<file path="src/sv/mkds_pkg.sv">
package mkds_pkg;

    localparam int NUM_ROWS    = 4;
    localparam int NUM_COLUMNS = 4;
    localparam int TIMER_BITS  = 16;

    localparam int ROW_BITS   = $clog2(NUM_ROWS);
    localparam int COL_BITS   = $clog2(NUM_COLUMNS);
    localparam int CFG_IDX_W  = 3;
    localparam int CFG_DATA_W = 16;

    localparam logic [TIMER_BITS-1:0] TIMER_MAX = {TIMER_BITS{1'b1}};
    localparam logic [TIMER_BITS-1:0] TIMER_ONE = {{(TIMER_BITS-1){1'b0}}, 1'b1};

    localparam logic [CFG_IDX_W-1:0] REG_DEBOUNCE_TICKS   = 3'd0;
    localparam logic [CFG_IDX_W-1:0] REG_LONG_PRESS_TICKS = 3'd1;
    localparam logic [CFG_IDX_W-1:0] REG_PRESS_EVENT_EN   = 3'd2;
    localparam logic [CFG_IDX_W-1:0] REG_RELEASE_EVENT_EN = 3'd3;
    localparam logic [CFG_IDX_W-1:0] REG_LONG_EVENT_EN    = 3'd4;

    localparam logic [15:0] DEBOUNCE_TICKS_RESET   = 16'd60;
    localparam logic [15:0] LONG_PRESS_TICKS_RESET = 16'd300;

    typedef enum logic [1:0] {
        EV_NONE    = 2'd0,
        EV_PRESS   = 2'd1,
        EV_RELEASE = 2'd2,
        EV_LONG    = 2'd3
    } event_t;

    typedef struct packed {
        logic [15:0] debounce_ticks;
        logic [15:0] long_press_ticks;
        logic        press_event_enable;
        logic        release_event_enable;
        logic        long_event_enable;
    } cfg_t;

    typedef struct packed {
        logic [NUM_ROWS-1:0] row_drive;
        event_t              key_event;
        logic [ROW_BITS-1:0] event_row;
        logic [COL_BITS-1:0] event_column;
    } result_t;

endpackage

</file>
<file path="src/sv/matrix_keypad_debounce_scanner_unit.sv">
// Keypad scanner for a 4x4 matrix: each transfer on the input channel is one tick's
// column sample, and each produces exactly one transfer on the output channel with the
// row drive and an optional press, release or long-press event. A sample is held in an
// input register, the tick step runs as one pass of logic against the tracking state,
// and the result lands in an output register; a new sample is taken every clock as long
// as the output side keeps taking results, and the tracker's state update on each
// tick sets that rate. Timing registers are in ticks, not clocks.
module matrix_keypad_debounce_scanner_unit
(
    input  logic                                    clk,
    input  logic                                    rst_n,
    input  logic                                    cfg_we,
    input  logic [mkds_pkg::CFG_IDX_W-1:0]          cfg_index,
    input  logic [mkds_pkg::CFG_DATA_W-1:0]         cfg_data,
    input  logic                                    in_valid,
    output logic                                    in_ready,
    input  logic [mkds_pkg::NUM_COLUMNS-1:0]        column_levels,
    output logic                                    out_valid,
    input  logic                                    out_ready,
    output logic [mkds_pkg::NUM_ROWS-1:0]           row_drive,
    output logic [1:0]                              key_event,
    output logic [mkds_pkg::ROW_BITS-1:0]           event_row,
    output logic [mkds_pkg::COL_BITS-1:0]           event_column
);

    mkds_pkg::cfg_t                         cfg;
    mkds_pkg::result_t                      step_result;
    mkds_pkg::result_t                      result_reg;
    logic                                   in_valid_reg;
    logic [mkds_pkg::NUM_COLUMNS-1:0]       columns_reg;
    logic                                   out_valid_reg;
    logic                                   advance;

    assign advance  = !out_valid_reg || out_ready;
    assign in_ready = !in_valid_reg || advance;

    mkds_cfg u_cfg
    (
        .clk       (clk),
        .rst_n     (rst_n),
        .cfg_we    (cfg_we),
        .cfg_index (cfg_index),
        .cfg_data  (cfg_data),
        .cfg       (cfg)
    );

    mkds_tracker u_tracker
    (
        .clk     (clk),
        .rst_n   (rst_n),
        .tick    (in_valid_reg && advance),
        .columns (columns_reg),
        .cfg     (cfg),
        .result  (step_result)
    );

    always_ff @(posedge clk or negedge rst_n)
    begin
        if (!rst_n)
        begin
            in_valid_reg  <= 1'b0;
            out_valid_reg <= 1'b0;
        end
        else
        begin
            if (in_ready)
            begin
                in_valid_reg <= in_valid;
            end
            if (advance)
            begin
                out_valid_reg <= in_valid_reg;
            end
        end
    end

    always_ff @(posedge clk)
    begin
        if (in_valid && in_ready)
        begin
            columns_reg <= column_levels;
        end
        if (in_valid_reg && advance)
        begin
            result_reg <= step_result;
        end
    end

    assign out_valid    = out_valid_reg;
    assign row_drive    = result_reg.row_drive;
    assign key_event    = 2'(result_reg.key_event);
    assign event_row    = result_reg.event_row;
    assign event_column = result_reg.event_column;

`ifndef NO_ASSERTIONS
    a_row_onehot: assert property (@(posedge clk) disable iff (!rst_n)
        out_valid |-> $onehot0(row_drive))
        else $error("row drive has more than one row high");

    a_no_event_no_position: assert property (@(posedge clk) disable iff (!rst_n)
        (out_valid && key_event == 2'(mkds_pkg::EV_NONE))
            |-> (event_row == '0 && event_column == '0))
        else $error("key position given without an event");

    a_held_sample_kept: assert property (@(posedge clk) disable iff (!rst_n)
        (in_valid_reg && !advance) |=> (in_valid_reg && $stable(columns_reg)))
        else $error("stalled sample dropped or changed");

    a_event_not_with_drive: assert property (@(posedge clk) disable iff (!rst_n)
        (out_valid && row_drive != '0) |-> (key_event != 2'(mkds_pkg::EV_PRESS)
            && key_event != 2'(mkds_pkg::EV_RELEASE)))
        else $error("press or release given during a row scan");
`endif

endmodule

</file>
<file path="src/sv/mkds_cfg.sv">
module mkds_cfg
(
    input  logic                               clk,
    input  logic                               rst_n,
    input  logic                               cfg_we,
    input  logic [mkds_pkg::CFG_IDX_W-1:0]     cfg_index,
    input  logic [mkds_pkg::CFG_DATA_W-1:0]    cfg_data,
    output mkds_pkg::cfg_t                     cfg
);

    mkds_pkg::cfg_t cfg_reg;

    always_ff @(posedge clk or negedge rst_n)
    begin
        if (!rst_n)
        begin
            cfg_reg.debounce_ticks       <= mkds_pkg::DEBOUNCE_TICKS_RESET;
            cfg_reg.long_press_ticks     <= mkds_pkg::LONG_PRESS_TICKS_RESET;
            cfg_reg.press_event_enable   <= 1'b0;
            cfg_reg.release_event_enable <= 1'b0;
            cfg_reg.long_event_enable    <= 1'b0;
        end
        else if (cfg_we)
        begin
            unique case (cfg_index)
                mkds_pkg::REG_DEBOUNCE_TICKS:   cfg_reg.debounce_ticks       <= cfg_data;
                mkds_pkg::REG_LONG_PRESS_TICKS: cfg_reg.long_press_ticks     <= cfg_data;
                mkds_pkg::REG_PRESS_EVENT_EN:   cfg_reg.press_event_enable   <= cfg_data[0];
                mkds_pkg::REG_RELEASE_EVENT_EN: cfg_reg.release_event_enable <= cfg_data[0];
                mkds_pkg::REG_LONG_EVENT_EN:    cfg_reg.long_event_enable    <= cfg_data[0];
                default:
                begin
                end
            endcase
        end
    end

    assign cfg = cfg_reg;

endmodule

</file>
<file path="src/sv/mkds_tracker.sv">
module mkds_tracker
(
    input  logic                                clk,
    input  logic                                rst_n,
    input  logic                                tick,
    input  logic [mkds_pkg::NUM_COLUMNS-1:0]    columns,
    input  mkds_pkg::cfg_t                      cfg,
    output mkds_pkg::result_t                   result
);

    typedef enum logic [2:0] {
        PH_RELEASED         = 3'd0,
        PH_PRESS_BOUNCING   = 3'd1,
        PH_PRESSED          = 3'd2,
        PH_LONG_PRESSED     = 3'd3,
        PH_RELEASE_BOUNCING = 3'd4
    } phase_t;

    localparam int TB = mkds_pkg::TIMER_BITS;
    localparam int RB = mkds_pkg::ROW_BITS;
    localparam int CB = mkds_pkg::COL_BITS;
    localparam int NC = mkds_pkg::NUM_COLUMNS;
    localparam int NR = mkds_pkg::NUM_ROWS;
    localparam logic [RB-1:0] LAST_ROW = RB'(mkds_pkg::NUM_ROWS - 1);

    phase_t         phase_reg, phase_next, phase_mid;
    logic [TB-1:0]  debounce_count_reg, debounce_count_next;
    logic [TB-1:0]  hold_count_reg, hold_count_next;
    logic           hold_running_reg, hold_running_next;
    logic [RB-1:0]  scan_row_reg, scan_row_next;
    logic [CB-1:0]  test_col_reg, test_col_next;
    logic [RB-1:0]  held_row_reg, held_row_next;
    logic [CB-1:0]  held_col_reg, held_col_next;
    logic [NC-1:0]  prev_cols_reg;

    logic [NC-1:0]  falls;
    logic [NC-1:0]  rises;
    logic [CB-1:0]  low_fall;
    logic [TB-1:0]  deb;
    logic [TB-1:0]  long_limit;
    logic [TB-1:0]  hold_inc;
    logic [TB-1:0]  debounce_inc;

    assign falls = prev_cols_reg & ~columns;
    assign rises = ~prev_cols_reg & columns;
    assign deb = (TB'(cfg.debounce_ticks) == '0) ? mkds_pkg::TIMER_ONE
                                                 : TB'(cfg.debounce_ticks);
    assign long_limit = (TB'(cfg.long_press_ticks) == '0) ? mkds_pkg::TIMER_ONE
                                                          : TB'(cfg.long_press_ticks);
    assign hold_inc = (hold_count_reg == mkds_pkg::TIMER_MAX) ? mkds_pkg::TIMER_MAX
                                                              : hold_count_reg + 1'b1;
    assign debounce_inc = (debounce_count_reg == mkds_pkg::TIMER_MAX) ? mkds_pkg::TIMER_MAX
                                                                      : debounce_count_reg + 1'b1;

    always_comb
    begin
        low_fall = '0;
        for (int c = NC - 1; c >= 0; c--)
        begin
            if (falls[c])
            begin
                low_fall = CB'(c);
            end
        end
    end

    always_comb
    begin
        phase_mid           = phase_reg;
        debounce_count_next = debounce_count_reg;
        hold_count_next     = hold_count_reg;
        hold_running_next   = hold_running_reg;
        scan_row_next       = scan_row_reg;
        test_col_next       = test_col_reg;
        held_row_next       = held_row_reg;
        held_col_next       = held_col_reg;
        result              = '0;
        result.key_event    = mkds_pkg::EV_NONE;

        if (hold_running_reg)
        begin
            hold_count_next = hold_inc;
            if (hold_inc >= long_limit)
            begin
                hold_running_next = 1'b0;
                if (phase_reg == PH_PRESSED)
                begin
                    phase_mid = PH_LONG_PRESSED;
                    if (cfg.long_event_enable)
                    begin
                        result.key_event    = mkds_pkg::EV_LONG;
                        result.event_row    = held_row_reg;
                        result.event_column = held_col_reg;
                    end
                end
            end
        end

        phase_next = phase_mid;

        unique case (phase_mid) inside
            PH_RELEASED:
            begin
                if (falls != '0)
                begin
                    test_col_next       = low_fall;
                    phase_next          = PH_PRESS_BOUNCING;
                    debounce_count_next = '0;
                    scan_row_next       = '0;
                end
            end
            PH_PRESS_BOUNCING:
            begin
                if (debounce_count_reg < deb)
                begin
                    debounce_count_next = debounce_inc;
                    if (debounce_inc >= deb)
                    begin
                        result.row_drive = NR'(1) << scan_row_reg;
                    end
                end
                else if (columns[test_col_reg])
                begin
                    phase_next        = PH_PRESSED;
                    held_row_next     = scan_row_reg;
                    held_col_next     = test_col_reg;
                    hold_count_next   = '0;
                    hold_running_next = 1'b1;
                    if (cfg.press_event_enable)
                    begin
                        result.key_event    = mkds_pkg::EV_PRESS;
                        result.event_row    = scan_row_reg;
                        result.event_column = test_col_reg;
                    end
                end
                else if (scan_row_reg == LAST_ROW)
                begin
                    phase_next = PH_RELEASED;
                end
                else
                begin
                    scan_row_next    = scan_row_reg + 1'b1;
                    result.row_drive = NR'(1) << (scan_row_reg + 1'b1);
                end
            end
            PH_PRESSED, PH_LONG_PRESSED:
            begin
                if (rises != '0)
                begin
                    phase_next          = PH_RELEASE_BOUNCING;
                    debounce_count_next = '0;
                end
            end
            PH_RELEASE_BOUNCING:
            begin
                if (debounce_count_reg < deb)
                begin
                    debounce_count_next = debounce_inc;
                end
                else if (!columns[held_col_reg])
                begin
                    phase_next = PH_PRESSED;
                end
                else
                begin
                    phase_next        = PH_RELEASED;
                    hold_running_next = 1'b0;
                    if (cfg.release_event_enable)
                    begin
                        result.key_event    = mkds_pkg::EV_RELEASE;
                        result.event_row    = held_row_reg;
                        result.event_column = held_col_reg;
                    end
                end
            end
            default:
            begin
                phase_next = PH_RELEASED;
            end
        endcase
    end

    always_ff @(posedge clk or negedge rst_n)
    begin
        if (!rst_n)
        begin
            phase_reg          <= PH_RELEASED;
            debounce_count_reg <= '0;
            hold_count_reg     <= '0;
            hold_running_reg   <= 1'b0;
            scan_row_reg       <= '0;
            test_col_reg       <= '0;
            held_row_reg       <= '0;
            held_col_reg       <= '0;
            prev_cols_reg      <= '1;
        end
        else if (tick)
        begin
            phase_reg          <= phase_next;
            debounce_count_reg <= debounce_count_next;
            hold_count_reg     <= hold_count_next;
            hold_running_reg   <= hold_running_next;
            scan_row_reg       <= scan_row_next;
            test_col_reg       <= test_col_next;
            held_row_reg       <= held_row_next;
            held_col_reg       <= held_col_next;
            prev_cols_reg      <= columns;
        end
    end

endmodule
</file>
<file path="config.mk">
export PLATFORM = sky130hd
export DESIGN_NAME = matrix_keypad_debounce_scanner_unit
export DESIGN_NICKNAME = d
export VERILOG_FILES = /design/src/sv/mkds_pkg.sv /design/src/sv/matrix_keypad_debounce_scanner_unit.sv /design/src/sv/mkds_cfg.sv /design/src/sv/mkds_tracker.sv
export SDC_FILE = /design/constraint.sdc
export NUM_CORES = 1
export LEC_CHECK = 0
export ABC_AREA = 1
export ABC_CLOCK_PERIOD_IN_PS = 6650
export BUFFER_PORTS_ARGS = -buffer_cell sky130_fd_sc_hd__buf_2
export CORE_ASPECT_RATIO = 1.2
export CORE_UTILIZATION = 35
export DETAILED_ROUTE_END_ITERATION = 12
export SLEW_MARGIN = 10
export SYNTH_ARGS = -nofsm -noshare
export SYNTH_HDL_FRONTEND = slang
export SYNTH_HIERARCHICAL = 1
export SYNTH_SLANG_ARGS = --single-unit
</file>
<file path="constraint.sdc">
create_clock -name clk -period 6.65 [get_ports clk]
set_input_delay 0.3325 -clock clk [delete_from_list [all_inputs] [get_ports clk]]
set_output_delay 0.3325 -clock clk [all_outputs]
set_load 0.02 [all_outputs]
</file>
==> results.yml <==
power:
  ir_worst_vdd_v: 0.000144
  leakage_uw: 0.00382
  p_per_area_nw_per_um2: 316
global_route:
  grt.total_usage_pct: 17.9
  grt_overflow: 0
  antenna_found_initial: 0
  grt_pass1_vias: 5750
  grt_pass1_wl_um: 28400
  grt_max_degree: 54
floorplanning:
  die_w_um: 130
  io_pins: 40
  core_um2: 19100
  initial_utilization_pct: 36.0
  die-area_um2: 20200
  die_h_um: 155
  fp-row-count: 55
timing:
  finalCriticalPeriod_ns: 3.57
  setup_violations: 0
  worstMarginPinSlew_ns: 0.742
  report.final.slew_viol_count: 0
  tns_ns: 0
  final-hold-violation-count: 0
  fmax_ghz: 0.280
  rsz0062_at_grt: "false"
  skew_ns: 0.00825
  maxSlewHeadroom_pct: 50.5
  min_period_over_period_pct: 53.6
critical_path:
  setup.worst_path.class: "register to register"
  timing.rr.end: "event_column[1]"
  required_ns: 6.75
  critPathSlowestCell: "dfrtp_1"
  cp_max_fo: 10
  worst_ep_arrival_time_ns: 3.67
  worstReg2RegStart: "u_tracker/hold_count_reg[0]"
  crit_top_cell: "nand3_1"
  critical_path.top_delay_family: "simple AND/OR/NAND/NOR gates"
  slowest_delay_ns: 0.39
  endpoint_kind: "register"
  cp-start-kind: "register"
  reg2reg_setup_slack_ns: 3.08
  critPathBufInv: 1
  crit_path_cell_trace: "ha_1 -> nand3_1 -> nor3_4 -> inv_1 -> nor2_1 -> nand3_2 -> o21ai_0 -> ha_1 -> a21oi_1 -> o21ai_0 -> a21oi_1 -> nand3_1 -> nand3_1 -> nand2_1 -> o21ai_1 -> nand2_1 -> nand2_1 -> nand2_1 -> nand3_1 -> nand3_1"
  ff2ff_path_depth: 20
worst_hold_path:
  worstHoldPathType: "input port to register"
  hp-start: "column_levels[3]"
  whs_path_depth: 1
  whs_endpoint: "columns_reg[3]"
clock_tree:
  clk_latency_ns: 0.36
  clkSinkCount: 99
  numCtsBuffers: 9
  cts_root_buffer: "clkbuf_16"
  path_clk_slew_ns: 0.07
  cts.path.max_buffers: 2
  post_cts_buffers: 0
  h-tree-depth: 3
  tritoncts: "built"
logic_synthesis:
  synth_top_area_share_pct: 26.6
  async_flop_share_pct: 85.9
  yosysUniqueCellTypes: 48
  ys_ff_latch: 99
  yosysTopAreaCell: "dfrtp_1"
  yosysWarningCount: 6
  netlist_instances: 914
  syn-cell-area_um2: 6860
  synth-edff-count: 14
  syn_area_per_cell_um2: 7.51
  syn_nets: 999
  synthTopCellsByArea: "dfrtp_1 27%, nand2_1 14%, ha_1 10%, inv_1 6.6%, edfxtp_1 6.1%"
  synth_top_flop_cell: "dfrtp_1"
  synth_sequential_area_ratio_pct: 37.3
layout:
  nets: 1033
  final_util_pct: 40.0
  largest_reg_flops: 35
  n_antenna_cell: 0
  layout-drive-gt1-share_pct: 12.3
  syn_to_final_growth_pct: 11.0
  num-fill-cells: 1970
placement:
  gp_congestion: 0.843
  port-buffer-count: 39
  hpwl_um: 12400
routing:
  vias: 5988
  ant_nets: 0
  drc: 0
  first_pass_iters: 8
  wl_um: 16600
  drt_iter0_drc: 302
  vias_per_cell: 4.95
  wl_per_cell_um: 13.7
outcome:
  status: "finished clean"
run:
  cap_viol_max_count: 0
## placed cells by master, fill, tap and decap left out, types with 14 or more instances in the layout
cell      count
nand2_1     259
inv_1       121
nand3_1      79
dfrtp_1      73
o21ai_0      59
ha_1         57
nor2_1       53
buf_2        38
a21oi_1      35
nand4_1      19
o22ai_1      17
edfxtp_1     14
## metal layers
layer | wire length, um | global-route usage, % | vias to the layer above
met5 | 0 | 0 | -
met3 | 488 | 2.99 | 15
met2 | 8000 | 30.2 | 106
met4 | 187 | 4.87 | 0
li1 | - | - | 3097
met1 | 7900 | 23.4 | 2770
## through the flow
stage | instance area (um^2) | setup slack [ns] | std cells | power, uW | hold slack [ns]
final | 7620 | 3.08 | 1209 | 2410 | 0.154
after CTS | 7620 | 3.12 | 1209 | 2420 | 0.140
after detailed placement | 7280 | 3.13 | 1192 | 1820 | 0.320
after global placement | 7280 | 3.21 | 1192 | 1810 | 0.317
after global routing | 7620 | 2.67 | 1209 | 2640 | 0.142
after floorplan | 6860 | 3.69 | 914 | 1580 | 0.0369
## power by group
group,switching (uW),total [uW],internal [uW]
clock network,247,592,345
logic,610,930,320
registers,133,883,750
total,990,2410,1410
## cells by family after synthesis
family	Yosys count	synth area share, %
simple gates	458	30.2
buf+inv	149	9.08
compound gates	144	12.1
flops	99	37.3
xor+xnor	7	0.893
fa+ha+maj	57	10.4
## worst register-to-register path, delay by kind of cell, from the launching register on
| family | cells | cell delay (ns) |
|---|---|---|
| adder cells (fa/ha/maj) | 2 | 0.51 |
| AND/OR/NAND/NOR | 12 | 1.58 |
| AO/OA/AOI/OAI | 5 | 0.72 |
| buffers and inverters | 1 | 0.11 |
| flip-flops | 1 | 0.39 |
## area by class of cell
cell class / count / area, um^2 / share of cell area (%)
multi-input cells: 666 / 3690 / 48.4
clock inverters: 6 / 95.1 / 1.25
well taps: 256 / 320 / 4.20
clock buffers: 10 / 239 / 3.14
flip-flops and latches: 99 / 2560 / 33.6
repair buffers: 43 / 230 / 3.02
inverters: 129 / 484 / 6.35
## synth_stat cells, types with 3 or more instances
master,number
nand3_2,4
buf_6,5
o21ai_2,6
dfstp_2,12
buf_2,3
inv_1,121
o22ai_1,17
o21ai_1,7
buf_4,6
nand2_2,4
nand2_4,5
nor4_1,7
edfxtp_1,14
o21ai_0,59
nand2_1,259
nor3_1,12
nor2_2,5
nand4_1,19
a21oi_1,36
dfrtp_1,73
a31oi_1,4
inv_2,8
xor2_1,5
clkbuf_1,6
ha_1,57
nor2_1,53
nand3_1,79
## worst max path at each step
stage                                            from              end  depth (start not counted)
after floorplan           u_tracker/hold_count_reg[0]     event_row[0]                         22
after global routing      u_tracker/hold_count_reg[0]  event_column[1]                         22
after CTS                 u_tracker/hold_count_reg[0]  event_column[1]                         20
after global placement    u_tracker/hold_count_reg[0]  event_column[1]                         20
final                     u_tracker/hold_count_reg[0]  event_column[1]                         20
after detailed placement  u_tracker/hold_count_reg[0]  event_column[1]                         20
## repair_timing
item                                   CTS  global route
resized for setup                        0             0
endpoints found under the hold margin   25             0
hold buffers                             1             0
Note: power is estimated with default switching activity, not from simulation.
